## config.mk

```make
export PLATFORM = sky130hd
export DESIGN_NAME = clock_page_replacement_flat
export DESIGN_NICKNAME = d
export VERILOG_FILES = /design/src/cpr_pkg.sv /design/src/cpr_page_if.sv /design/src/cpr_result_if.sv /design/src/cpr_cfg_if.sv /design/src/clock_page_replacement.sv /design/src/cpr_ram.sv /design/src/cpr_seq.sv /design/src/flat_wrapper.sv
export VERILOG_INCLUDE_DIRS = /design/src /design/src/src
export SDC_FILE = /design/constraint.sdc
export NUM_CORES = 1
export LEC_CHECK = 0
export ABC_AREA = 0
export BUFFER_PORTS_ARGS = -buffer_cell sky130_fd_sc_hd__buf_2
export CAP_MARGIN = 20
export CORE_ASPECT_RATIO = 1.4
export CORE_UTILIZATION = 30
export CTS_CLUSTER_DIAMETER = 80
export CTS_CLUSTER_SIZE = 28
export DETAILED_ROUTE_END_ITERATION = 7
export GPL_TIMING_DRIVEN = 0
export HOLD_SLACK_MARGIN = 0.15
export PLACE_DENSITY = 0.42
export SLEW_MARGIN = 20
export SYNTH_ARGS = -nofsm -noshare
export SYNTH_HDL_FRONTEND = slang
export SYNTH_HIERARCHICAL = 1
export SYNTH_SLANG_ARGS = --single-unit
export TNS_END_PERCENT = 1
```

## constraint.sdc

```tcl
create_clock -name clk -period 4.75 [get_ports clk]
set_input_delay 0.2375 -clock clk [delete_from_list [all_inputs] [get_ports clk]]
set_output_delay 0.2375 -clock clk [all_outputs]
set_load 0.1 [all_outputs]
```

## src/clock_page_replacement_assert.svh

```systemverilog
// Assertion macros for the clock page replacement block.
// Used by the top level; expects clk and arst_n in scope.
`ifndef CLOCK_PAGE_REPLACEMENT_ASSERT_SVH
`define CLOCK_PAGE_REPLACEMENT_ASSERT_SVH

// same-cycle implication
`define CPR_ASSERT_NOW(lbl, ante, cons, msg) \
	lbl: assert property (@(posedge clk) disable iff (!arst_n) (ante) |-> (cons)) \
		else $error(msg);

// next-cycle implication
`define CPR_ASSERT_NEXT(lbl, ante, cons, msg) \
	lbl: assert property (@(posedge clk) disable iff (!arst_n) (ante) |=> (cons)) \
		else $error(msg);

`endif

```

## src/cpr_pkg.sv

```systemverilog
// Shared constants, types and helpers for the clock page replacement block.
// No dependencies.
package cpr_pkg;

	localparam int FRAME_COUNT = 16;
	localparam int PAGE_BITS   = 16;
	localparam int CFG_W       = 5;
	localparam int FRAME_W     = 4;
	localparam int IDX_W       = (FRAME_COUNT > 1) ? $clog2(FRAME_COUNT) : 1;
	localparam int CNT_W       = $clog2(FRAME_COUNT + 1);

	localparam logic [CFG_W-1:0] CFG_RESET = CFG_W'(16);

	typedef logic [IDX_W-1:0]     idx_t;
	typedef logic [CNT_W-1:0]     cnt_t;
	typedef logic [PAGE_BITS-1:0] page_t;

	typedef enum logic [2:0] {
		ST_IDLE,
		ST_SEARCH,
		ST_MISS,
		ST_SWEEP,
		ST_EVICT
	} cpr_state_t;

	typedef struct packed {
		logic               hit;
		logic [FRAME_W-1:0] frame;
		logic               evicted;
		page_t              evicted_page;
	} cpr_result_t;

	typedef struct packed {
		logic  we;
		idx_t  waddr;
		page_t wdata;
		idx_t  raddr;
	} cpr_ram_req_t;

	// frames_in_use saturated to 1..FRAME_COUNT
	function automatic cnt_t managed_count(logic [CFG_W-1:0] cfg);
		cnt_t n;
		if (cfg == '0) begin
			n = CNT_W'(1);
		end else if (int'(cfg) > FRAME_COUNT) begin
			n = CNT_W'(FRAME_COUNT);
		end else begin
			n = CNT_W'(cfg);
		end
		return n;
	endfunction

	// hand advance with wrap at n
	function automatic idx_t next_idx(idx_t h, cnt_t n);
		cnt_t nxt;
		nxt = CNT_W'(h) + CNT_W'(1);
		return (nxt >= n) ? '0 : IDX_W'(nxt);
	endfunction

endpackage

```

## src/cpr_page_if.sv

```systemverilog
// Request channel: one page access per transfer.
// Depends on cpr_pkg.
interface cpr_page_if;
	logic                          valid;
	logic                          ready;
	logic [cpr_pkg::PAGE_BITS-1:0] page;

	modport source(output valid, output page, input ready);
	modport sink(input valid, input page, output ready);
endinterface

```

## src/cpr_result_if.sv

```systemverilog
// Result channel: one lookup / replacement outcome per transfer.
// Depends on cpr_pkg.
interface cpr_result_if;
	logic                          valid;
	logic                          ready;
	logic                          hit;
	logic [cpr_pkg::FRAME_W-1:0]   frame;
	logic                          evicted;
	logic [cpr_pkg::PAGE_BITS-1:0] evicted_page;

	modport source(output valid, output hit, output frame, output evicted,
		output evicted_page, input ready);
	modport sink(input valid, input hit, input frame, input evicted,
		input evicted_page, output ready);
endinterface

```

## src/cpr_cfg_if.sv

```systemverilog
// Configuration write channel for frames_in_use.
// Depends on cpr_pkg.
interface cpr_cfg_if;
	logic                      valid;
	logic                      ready;
	logic [cpr_pkg::CFG_W-1:0] frames_in_use;

	modport source(output valid, output frames_in_use, input ready);
	modport sink(input valid, input frames_in_use, output ready);
endinterface

```

## src/clock_page_replacement.sv

```systemverilog
// Clock (second-chance) page replacement, top level.
// Depends on cpr_pkg, the channel interfaces, cpr_ram, cpr_seq and the assert header.
//
//  channel | dir | payload                              | transfer when
//  req     | in  | page                                 | req.valid && req.ready
//  rsp     | out | hit, frame, evicted, evicted_page    | rsp.valid && rsp.ready
//  cfg     | in  | frames_in_use                        | cfg.valid && cfg.ready (ready while idle)
//
// A hit in frame k ends the scan once frame k is compared; the tag RAM is
// scanned one frame per cycle through a single read port and comparator.
// A miss compares all n managed frames, then fills the lowest empty one; an eviction
// first sweeps the hand past referenced frames (at most n), clearing their bits.
// Reset clears valid/referenced bits, the hand and sets frames_in_use to 16;
// tag RAM is not cleared. A stalled result holds the sequencer at its last step,
// while req.ready returns as soon as the result is registered.
// A pending cfg write holds off the next request.
`include "clock_page_replacement_assert.svh"

module clock_page_replacement (
	input  logic            clk,
	input  logic            arst_n,
	cpr_page_if.sink        req,
	cpr_result_if.source    rsp,
	cpr_cfg_if.sink         cfg
);

	logic [cpr_pkg::CFG_W-1:0] frames_q;
	cpr_pkg::cnt_t             n;
	logic                      start;
	logic                      idle;
	logic                      done;
	logic                      out_free;
	logic                      out_vld_q;
	cpr_pkg::cpr_result_t      res;
	cpr_pkg::cpr_result_t      res_q;
	cpr_pkg::cpr_ram_req_t     ram_req;
	cpr_pkg::page_t            ram_rdata;

	// frame count only changes between accesses; a cfg write wins over a request
	assign cfg.ready = idle;
	assign n         = cpr_pkg::managed_count(frames_q);
	assign req.ready = idle && !cfg.valid;
	assign start     = req.valid && req.ready;
	assign out_free  = !out_vld_q || rsp.ready;

	always_ff @(posedge clk or negedge arst_n) begin
		if (!arst_n) begin
			frames_q  <= cpr_pkg::CFG_RESET;
			out_vld_q <= 1'b0;
		end else begin
			if (cfg.valid && cfg.ready) begin
				frames_q <= cfg.frames_in_use;
			end
			if (done) begin
				out_vld_q <= 1'b1;
			end else if (rsp.ready) begin
				out_vld_q <= 1'b0;
			end
		end
	end

	always_ff @(posedge clk) begin
		if (done) begin
			res_q <= res;
		end
	end

	assign rsp.valid        = out_vld_q;
	assign rsp.hit          = res_q.hit;
	assign rsp.frame        = res_q.frame;
	assign rsp.evicted      = res_q.evicted;
	assign rsp.evicted_page = res_q.evicted_page;

	cpr_ram #(
		.WIDTH(cpr_pkg::PAGE_BITS),
		.DEPTH(cpr_pkg::FRAME_COUNT)
	) u_tags (
		.clk  (clk),
		.we   (ram_req.we),
		.waddr(ram_req.waddr),
		.wdata(ram_req.wdata),
		.raddr(ram_req.raddr),
		.rdata(ram_rdata)
	);

	cpr_seq u_seq (
		.clk      (clk),
		.arst_n   (arst_n),
		.start    (start),
		.page     (req.page),
		.n        (n),
		.out_free (out_free),
		.ram_rdata(ram_rdata),
		.ram_req  (ram_req),
		.idle     (idle),
		.done     (done),
		.res      (res)
	);

	`CPR_ASSERT_NOW(a_done_has_room, done, out_free, "result finished with output register full")
	`CPR_ASSERT_NEXT(a_busy_after_req, start, !req.ready, "request taken while previous one in flight")
	`CPR_ASSERT_NOW(a_hit_no_evict, rsp.valid && rsp.hit, !rsp.evicted, "hit reported with eviction")
	`CPR_ASSERT_NOW(a_evict_page_zero, rsp.valid && !rsp.evicted, rsp.evicted_page == '0, "stale evicted page")

endmodule

```

## src/cpr_ram.sv

```systemverilog
// Generic single-write, single-read RAM with registered read data.
// No dependencies.
module cpr_ram #(
	parameter int WIDTH = 16,
	parameter int DEPTH = 16
) (
	input  logic                                          clk,
	input  logic                                          we,
	input  logic [((DEPTH > 1) ? $clog2(DEPTH) : 1)-1:0] waddr,
	input  logic [WIDTH-1:0]                              wdata,
	input  logic [((DEPTH > 1) ? $clog2(DEPTH) : 1)-1:0] raddr,
	output logic [WIDTH-1:0]                              rdata
);

	logic [WIDTH-1:0] mem_q [DEPTH];
	logic [WIDTH-1:0] rdata_q;

	always_ff @(posedge clk) begin
		if (we) begin
			mem_q[waddr] <= wdata;
		end
		rdata_q <= mem_q[raddr];
	end

	assign rdata = rdata_q;

endmodule

```

## src/cpr_seq.sv

```systemverilog
// Sequencer: tag search through the tag RAM, empty-frame fill and clock sweep.
// Holds valid/referenced bits and the hand. Depends on cpr_pkg.
module cpr_seq (
	input  logic                  clk,
	input  logic                  arst_n,
	input  logic                  start,
	input  cpr_pkg::page_t        page,
	input  cpr_pkg::cnt_t         n,
	input  logic                  out_free,
	input  cpr_pkg::page_t        ram_rdata,
	output cpr_pkg::cpr_ram_req_t ram_req,
	output logic                  idle,
	output logic                  done,
	output cpr_pkg::cpr_result_t  res
);

	cpr_pkg::cpr_state_t state_q, state_d;
	cpr_pkg::page_t      page_q;
	cpr_pkg::cnt_t       idx_q;
	logic                cmp_vld_q;
	cpr_pkg::idx_t       cmp_idx_q;
	cpr_pkg::idx_t       h_q;
	cpr_pkg::idx_t       hand_q;
	logic [cpr_pkg::FRAME_COUNT-1:0] valid_q;
	logic [cpr_pkg::FRAME_COUNT-1:0] ref_q;

	logic          cmp_hit;
	logic          scan_more;
	logic          empty_found;
	cpr_pkg::idx_t empty_idx;
	logic          mark_en;
	cpr_pkg::idx_t mark_idx;
	logic          clr_en;

	// shared comparator: tag read last cycle against the requested page
	assign cmp_hit   = cmp_vld_q && valid_q[cmp_idx_q] && (ram_rdata == page_q);
	assign scan_more = (idx_q < n);

	// lowest empty managed frame
	always_comb begin
		empty_found = 1'b0;
		empty_idx   = '0;
		for (int i = cpr_pkg::FRAME_COUNT - 1; i >= 0; i--) begin
			if ((cpr_pkg::CNT_W'(i) < n) && !valid_q[i]) begin
				empty_found = 1'b1;
				empty_idx   = cpr_pkg::IDX_W'(i);
			end
		end
	end

	always_comb begin
		state_d = state_q;
		case (state_q)
			cpr_pkg::ST_IDLE: begin
				if (start) state_d = cpr_pkg::ST_SEARCH;
			end
			cpr_pkg::ST_SEARCH: begin
				if (cmp_hit) begin
					if (out_free) state_d = cpr_pkg::ST_IDLE;
				end else if (!scan_more) begin
					state_d = cpr_pkg::ST_MISS;
				end
			end
			cpr_pkg::ST_MISS: begin
				if (!empty_found) begin
					state_d = cpr_pkg::ST_SWEEP;
				end else if (out_free) begin
					state_d = cpr_pkg::ST_IDLE;
				end
			end
			cpr_pkg::ST_SWEEP: begin
				if (!ref_q[h_q]) state_d = cpr_pkg::ST_EVICT;
			end
			cpr_pkg::ST_EVICT: begin
				if (out_free) state_d = cpr_pkg::ST_IDLE;
			end
			default: state_d = cpr_pkg::ST_IDLE;
		endcase
	end

	always_comb begin
		ram_req       = '0;
		ram_req.raddr = idx_q[cpr_pkg::IDX_W-1:0];
		ram_req.wdata = page_q;
		done          = 1'b0;
		res           = '0;
		mark_en       = 1'b0;
		mark_idx      = '0;
		clr_en        = 1'b0;
		idle          = 1'b0;
		case (state_q)
			cpr_pkg::ST_IDLE: begin
				idle = 1'b1;
			end
			cpr_pkg::ST_SEARCH: begin
				if (cmp_hit) begin
					// keep re-reading the matching tag while the result stalls
					ram_req.raddr = cmp_idx_q;
					if (out_free) begin
						done      = 1'b1;
						res.hit   = 1'b1;
						res.frame = cpr_pkg::FRAME_W'(cmp_idx_q);
						mark_en   = 1'b1;
						mark_idx  = cmp_idx_q;
					end
				end
			end
			cpr_pkg::ST_MISS: begin
				if (empty_found && out_free) begin
					ram_req.we    = 1'b1;
					ram_req.waddr = empty_idx;
					done          = 1'b1;
					res.frame     = cpr_pkg::FRAME_W'(empty_idx);
					mark_en       = 1'b1;
					mark_idx      = empty_idx;
				end
			end
			cpr_pkg::ST_SWEEP: begin
				ram_req.raddr = h_q;
				clr_en        = ref_q[h_q];
			end
			cpr_pkg::ST_EVICT: begin
				ram_req.raddr = h_q;
				if (out_free) begin
					ram_req.we       = 1'b1;
					ram_req.waddr    = h_q;
					done             = 1'b1;
					res.frame        = cpr_pkg::FRAME_W'(h_q);
					res.evicted      = 1'b1;
					res.evicted_page = ram_rdata;
					mark_en          = 1'b1;
					mark_idx         = h_q;
				end
			end
			default: begin
				idle = 1'b0;
			end
		endcase
	end

	always_ff @(posedge clk or negedge arst_n) begin
		if (!arst_n) begin
			state_q   <= cpr_pkg::ST_IDLE;
			idx_q     <= '0;
			cmp_vld_q <= 1'b0;
			hand_q    <= '0;
			valid_q   <= '0;
			ref_q     <= '0;
		end else begin
			state_q <= state_d;
			if (start) begin
				idx_q     <= '0;
				cmp_vld_q <= 1'b0;
			end else if (state_q == cpr_pkg::ST_SEARCH && !cmp_hit && scan_more) begin
				idx_q     <= idx_q + cpr_pkg::CNT_W'(1);
				cmp_vld_q <= 1'b1;
			end
			if (state_q == cpr_pkg::ST_EVICT && out_free) begin
				hand_q <= cpr_pkg::next_idx(h_q, n);
			end
			if (mark_en) begin
				valid_q[mark_idx] <= 1'b1;
				ref_q[mark_idx]   <= 1'b1;
			end
			if (clr_en) begin
				ref_q[h_q] <= 1'b0;
			end
		end
	end

	always_ff @(posedge clk) begin
		if (start) begin
			page_q <= page;
		end
		if (state_q == cpr_pkg::ST_SEARCH && !cmp_hit && scan_more) begin
			cmp_idx_q <= idx_q[cpr_pkg::IDX_W-1:0];
		end
		if (state_q == cpr_pkg::ST_MISS) begin
			// hand outside the managed frames restarts at frame 0
			h_q <= (cpr_pkg::CNT_W'(hand_q) < n) ? hand_q : '0;
		end else if (clr_en) begin
			h_q <= cpr_pkg::next_idx(h_q, n);
		end
	end

endmodule
```

## src/flat_wrapper.sv

```systemverilog
// flat-port wrapper written by rule: the top's interface ports become plain ports
module clock_page_replacement_flat 
  (clk, arst_n, req_valid, req_page, req_ready, rsp_valid, rsp_hit, rsp_frame, rsp_evicted, rsp_evicted_page, rsp_ready, cfg_valid, cfg_frames_in_use, cfg_ready);
  cpr_page_if req_i ();
  cpr_result_if rsp_i ();
  cpr_cfg_if cfg_i ();
  input  logic clk;
  input  logic arst_n;
  input wire logic [$bits(req_i.valid)-1:0] req_valid;
  input wire logic [$bits(req_i.page)-1:0] req_page;
  output wire logic [$bits(req_i.ready)-1:0] req_ready;
  output wire logic [$bits(rsp_i.valid)-1:0] rsp_valid;
  output wire logic [$bits(rsp_i.hit)-1:0] rsp_hit;
  output wire logic [$bits(rsp_i.frame)-1:0] rsp_frame;
  output wire logic [$bits(rsp_i.evicted)-1:0] rsp_evicted;
  output wire logic [$bits(rsp_i.evicted_page)-1:0] rsp_evicted_page;
  input wire logic [$bits(rsp_i.ready)-1:0] rsp_ready;
  input wire logic [$bits(cfg_i.valid)-1:0] cfg_valid;
  input wire logic [$bits(cfg_i.frames_in_use)-1:0] cfg_frames_in_use;
  output wire logic [$bits(cfg_i.ready)-1:0] cfg_ready;
  assign req_i.valid = req_valid;
  assign req_i.page = req_page;
  assign req_ready = req_i.ready;
  assign rsp_valid = rsp_i.valid;
  assign rsp_hit = rsp_i.hit;
  assign rsp_frame = rsp_i.frame;
  assign rsp_evicted = rsp_i.evicted;
  assign rsp_evicted_page = rsp_i.evicted_page;
  assign rsp_i.ready = rsp_ready;
  assign cfg_i.valid = cfg_valid;
  assign cfg_i.frames_in_use = cfg_frames_in_use;
  assign cfg_ready = cfg_i.ready;
  clock_page_replacement u_core (.clk(clk), .arst_n(arst_n), .req(req_i), .rsp(rsp_i), .cfg(cfg_i));
endmodule
```

# ---- Yosys cells after proc, flatten, opt, wreduce, memory -nomap -nowiden
# Memory sizes are Yosys's and may differ from the RTL's. A register that Yosys moved wholly into a read port is not among the register bits.
# Index checks and enable logic that the tools add are counted.
dict set report classes {
  add_sub_neg 2
  order_cmp 25
  n_eq_ne 8
  mux 83
  n_bitwise 4
  reduce_logical 56
}
# cell count
set op_table {}
lappend op_table {{$mux 4} 26}
lappend op_table {{$lt 4x5->1 const A} 8}
lappend op_table {{$mux 5} 7}
lappend op_table {{$mux 16} 2}
lappend op_table {{$or 16x16->16} 2}
lappend op_table {{$mux 1} 31}
lappend op_table {{$logic_and 1x1->1} 27}
lappend op_table {{$pmux 4 s3} 2}
lappend op_table {{$mux 21} 1}
lappend op_table {{$lt 3x5->1 const A} 4}
lappend op_table {{$logic_not 1->1} 19}
lappend op_table {{$mux 3} 6}
lappend op_table {{$and 16x16->16} 1}
lappend op_table {{$eq 16x16->1} 1}
lappend op_table {{$not 16->16} 1}
lappend op_table {{$lt 4x5->1 const B} 3}
lappend op_table {{$pmux 3 s5} 1}
lappend op_table {{$lt 1x5->1 const A} 2}
lappend op_table {{$lt 2x5->1 const A} 2}
lappend op_table {{$pmux 5 s2} 1}
lappend op_table {{$bmux 1 s4} 2}
lappend op_table {{$demux 1 s4} 2}
lappend op_table {{$ge 4x1->1 const B} 2}
lappend op_table {{$pmux 4 s2} 1}
lappend op_table {{other kinds (20)} 24}
dict set report word_totals {
  regBits 97
  ram_bits 256
  in_bits 26
  word_cells 194
  n_memories 1
}
# name words width rd rd_ports_with_merged_regs write_ports line
set memory_table {}
lappend memory_table {u_core.u_tags.mem_q 16 16 1 1 1 cpr_ram.sv:15} ;# logic [WIDTH-1:0] mem_q [DEPTH];

# ---- Logic depth before layout (Yosys ltp)
dict set report depth {
  ltp_word 32
  depth_mapped 13
  mapped_depth_nobuf 11
}

# ---- Modules after synthesis
# The synthesis kept the hierarchy.
# mod n_inst cells_each area_per_inst_um2
set by_module_without_submodules {}
lappend by_module_without_submodules {cpr_ram 1 432 10042.1}
lappend by_module_without_submodules {cpr_seq 1 413 4384.2}
lappend by_module_without_submodules {clock_page_replacement 1 45 934.6}

# ---- Least setup slack after synthesis
# Ideal clock, no wire load.
dict set report synth_timing {
  kind {reg2reg}
  start {register u_core.u_seq.state_q[2]}
  end {register u_core.u_seq.state_q[0]}
  setup_ns 0.116
  arrival_time_ns 5.313
  setup_slack_ns -0.678
  stages_incl_launch_ff 7
  path_cell_list {dfrtp_1 > clkbuf_1 > nor3_1 > nor2b_1 > and2_1 > nor3_1 > o311ai_0}
}
dict set report synth_between {
  elab_chain_cells 6
}
# item line
set synth_rtl {}
lappend synth_rtl {{start: declaration} cpr_seq.sv:17} ;# cpr_pkg::cpr_state_t state_q, state_d;
lappend synth_rtl {{start signal: assignment} cpr_seq.sv:143} ;# state_q <= cpr_pkg::ST_IDLE;
lappend synth_rtl {{start signal: assignment} cpr_seq.sv:150} ;# state_q <= state_d;
lappend synth_rtl {{$logic_not 3->1} cpr_seq.sv:91} ;# case (state_q)
lappend synth_rtl {{$mux 1} cpr_seq.sv:91}
lappend synth_rtl {{named net cfg_ready} flat_wrapper.sv:20} ;# output wire logic [$bits(cfg_i.ready)-1:0] cfg_ready;
lappend synth_rtl {{$logic_and 1x1->1} clock_page_replacement.sv:42} ;# assign req.ready = idle && !cfg.valid;
lappend synth_rtl {{named net req_ready} flat_wrapper.sv:11} ;# output wire logic [$bits(req_i.ready)-1:0] req_ready;
lappend synth_rtl {{$logic_and 1x1->1} clock_page_replacement.sv:43} ;# assign start = req.valid && req.ready;
lappend synth_rtl {{named net u_core.start} clock_page_replacement.sv:29} ;# logic start;
lappend synth_rtl {{$ne 2x1->1 (no source line)} n/a}
lappend synth_rtl {{$reduce_and 3->1 (no source line)} n/a}
# The timed path passes the listed nets, and every way through them passes these cells.
# A chain may end at the register's enable or synchronous reset.

==> results.md <==
- Post-Syn Instances: 890
- GR Overflow Total: 0
- Max incr delay on CP: 0.62 ns
- Slew headroom: 44.2%
- DRT Wirelength: 41100 um
- Die area: 52100 um^2
- Fill cell count: 4797
- Critical path launch point: u_core/frames_q[3]
- Final setup viols: 0
- Worst path cell trace: or3_1, a21oi_1, buf_6, nor4_2, nor3_1, a21oi_1, a21o_1, a32oi_1, inv_2, or3b_2, nor3_2, buf_4, buf_6
- Root buffer cell: clkbuf_16
- Gr usage total: 15.9%
- Layout Nets: 1052
- Simple-gate share of the synthesized area: 6.81%
- Worst Setup Start Kind: register
- Area occupied by multi-input gates: 4560 um^2
- Commonest non-fill, non-tap cell in the layout: edfxtp_1
- Top Ports: 51
- Post-synth EDFFs: 302
- Gp weighted congestion: 0.816
- Total of max-cap violations: 0
- Async set or reset register ratio after synthesis: 13.8%
- Non-filler instance count after layout: 1668
- Largest net degree at the start of global routing: 52
- Vias/cell: 5.01
- Clock Skew: 0.0278 ns
- Clk sinks: 369
- Routed len/inst: 24.7 um
- Syn Nets: 933
- HPWL after detailed placement: 27800 um
- CTS tree: built
- Syn. warnings: 6
- Worst-Skew Late Latency: 0.57 ns
- Initial antenna violation count: 0
- Pleak: 6.20 nW
- Clk buf depth: 3
- Slew Viols, Final: 0
- Worst path required time: 5.04 ns
- Synth Area in Compound Gates: 7.33%
- Pwr dens: 642 nW/um^2
- Clk slew on worst S/H paths: 0.10 ns
- Mapped cell area: 15400 um^2
- Synth-to-layout area growth: 16.8%
- Top layer in use: met4
- First-pass GRT wire length: 60800 um
- Measured slew at the worst slew-check pin: 0.837 ns
- Period minus WS final: 4.45 ns
- Final WS setup: 0.300 ns
- CP max FO: 10
- HP Class: primary input to register
- Kind of critical path: register to register
- Share of post-route cells with drive strength above 1: 24.9%
- Worst VDD drop: 0.306 mV
- Hold_sp: cfg_valid
- Largest family of logic cells by synthesized area: multiplexers
- Failing checks: design-rule violations
- Hold Violations, Final: 0
- Seq cells post-synth: 369
- Pre-CTS setup slack: -0.751 ns
- Distinct cells, synth: 73
- H-tree level count: 1
- Post-synthesis sequential area ratio: 69.4%
- Initial core utilization: 30.6%
- Row cnt: 97
- DRC errors left: 2
- Die X: 193 um
- Post-Synth Adder-Cell Area: 1.38%
- Commonest non-fill, non-tap cells in the layout: edfxtp_1 (302), mux4_2 (59), buf_2 (58)
- Max Clk Rate: 0.225 GHz
- Initial DRC count: 486
- Core area: 50200 um^2
- Ys flop type: edfxtp_1
- Num CTS Buffers: 22
- Slowest CP cell: or3b_2
- Critical path endpoint category: register
- Port Buf Inserts: 50
- Status: finished with violations
- Power, Total: 11.5 mW
- Wire length on met1: 17000 um
- Via Count: 8352
- Diode count: 0
- Hold Slack: 0.185 ns
- Sequential Area: 10700 um^2
- Routed wl met3: 1350 um
- Final worst-path cycle share: 93.7%
- Antenna Nets Post-Route: 0
- DRT Pass-1 Iters: 7
- Critical path data arrival time: 4.74 ns
- Placed cells: 1600
- RSZ-0062 raised after global routing: false
- Die height: 270 um
- Post-Synth XOR/XNOR Area: 1.25%
- Multiplexer share of the synthesized area: 11.7%
- Vias in the first global route: 8854
- Metal2 WL: 21700 um
- Syn Area/Cell: 17.3 um^2
- Reg-to-Reg Start: u_core/frames_q[3]
-- metrics by stage --
step / TNS, ns / util, % / cell area (um^2)
CTS: 0 / 35.6 / 17900
finish: 0 / 35.7 / 17900
detailed placement: -29.53 / 33.5 / 16800
global placement: -230.85 / 32.7 / 16400
global route: 0 / 35.7 / 17900
floorplan: 0 / - / 15400
-- cell usage after synthesis, types with 15 or more instances --
master | instances | area share (%)
a21o_1 | 15 | 0.73
a21oi_1 | 22 | 0.72
a22oi_1 | 36 | 1.8
and2_1 | 19 | 0.77
dfrtp_1 | 50 | 8.1
dfxtp_1 | 16 | 2.1
edfxtp_1 | 302 | 59
ha_1 | 17 | 1.4
inv_1 | 22 | 0.54
mux4_2 | 59 | 8.7
nand2_1 | 43 | 1.1
nand2b_1 | 15 | 0.61
nor2_1 | 29 | 0.71
xor2_1 | 19 | 1.1
-- kinds of logic (layout without fill, tap and decap cells) --
| family | after synthesis | in the layout |
|---|---|---|
| buf+inv | 64 | 199 |
| compound gates | 151 | 151 |
| simple gates | 185 | 185 |
| flops | 369 | 369 |
| fa+ha+maj | 17 | 17 |
| mux | 82 | 82 |
| xor+xnor | 22 | 22 |
-- registers in the layout, summed over array words and instances, names as in the netlist, 4 cells and up --
name                     count
u_core/rsp.evicted_page     16
u_core/u_seq/hand_q          4
u_core/u_seq/valid_q        16
u_core/rsp.frame             4
u_core/u_seq/h_q             4
u_core/frames_q              5
u_core/u_seq/cmp_idx_q       4
u_core/u_tags/mem_q        256
u_core/u_tags/rdata         16
u_core/u_seq/idx_q           5
u_core/u_seq/page_q         16
u_core/u_seq/ref_q          16
-- per-layer routing --
metal	track usage, %	vias up
met5	0	-
met4	5.16	0
met3	1.63	49
met2	29.1	175
met1	19.6	4346
li1	-	3782
-- what timing repair did --
| item | in CTS | in global routing |
|---|---|---|
| hold buffers | 23 | 0 |
| endpoints found under the setup margin | 124 | 38 |
| buffers inserted | 0 | 5 |
| gates resized for setup | 17 | 7 |
| endpoints found under the hold margin | 72 | 0 |
| pin swaps | 0 | 1 |
-- where the power goes --
group | internal (mW) | total [mW] | switching, mW | leakage, nW
Clock | 0.976 | 2.21 | 1.23 | 0.373
Combinational | 1.90 | 4.93 | 3.03 | 2.31
Sequential | 4.03 | 4.37 | 0.349 | 3.52
Total | 6.90 | 11.5 | 4.61 | 6.20
-- cell type report --
type	count	area share, %
plain buffers	38	1.33
inverters	26	0.544
multi-input cells	457	25.4
well taps	643	4.48
flip-flops and latches	369	59.4
repair buffers	95	4.43
clock buffers	26	3.27
clock inverters	14	1.10
-- critical path, delay by kind of cell, from the launching register on --
kind | cells | cell delay (ns)
simple gates | 5 | 1.79
compound gates | 4 | 1.21
buf+inv | 4 | 0.78
flops | 1 | 0.40
-- worst paths after layout --
check / to / slack [ns] / cells after the start
setup reg to reg: u_core/u_tags/mem_q[0][1] / 0.30 / 13
min in group asynchronous: u_core/u_seq/hand_q[3] / 0.27 / 2
max in group asynchronous: u_core/u_seq/ref_q[9] / 3.96 / 2
setup / recovery: u_core/u_tags/mem_q[0][1] / 0.30 / 13
hold / removal: u_core/frames_q[2] / 0.19 / 3
hold reg to reg: u_core/u_seq/hand_q[0] / 0.49 / 2
No activity file was read; power rests on OpenSTA's default activity.
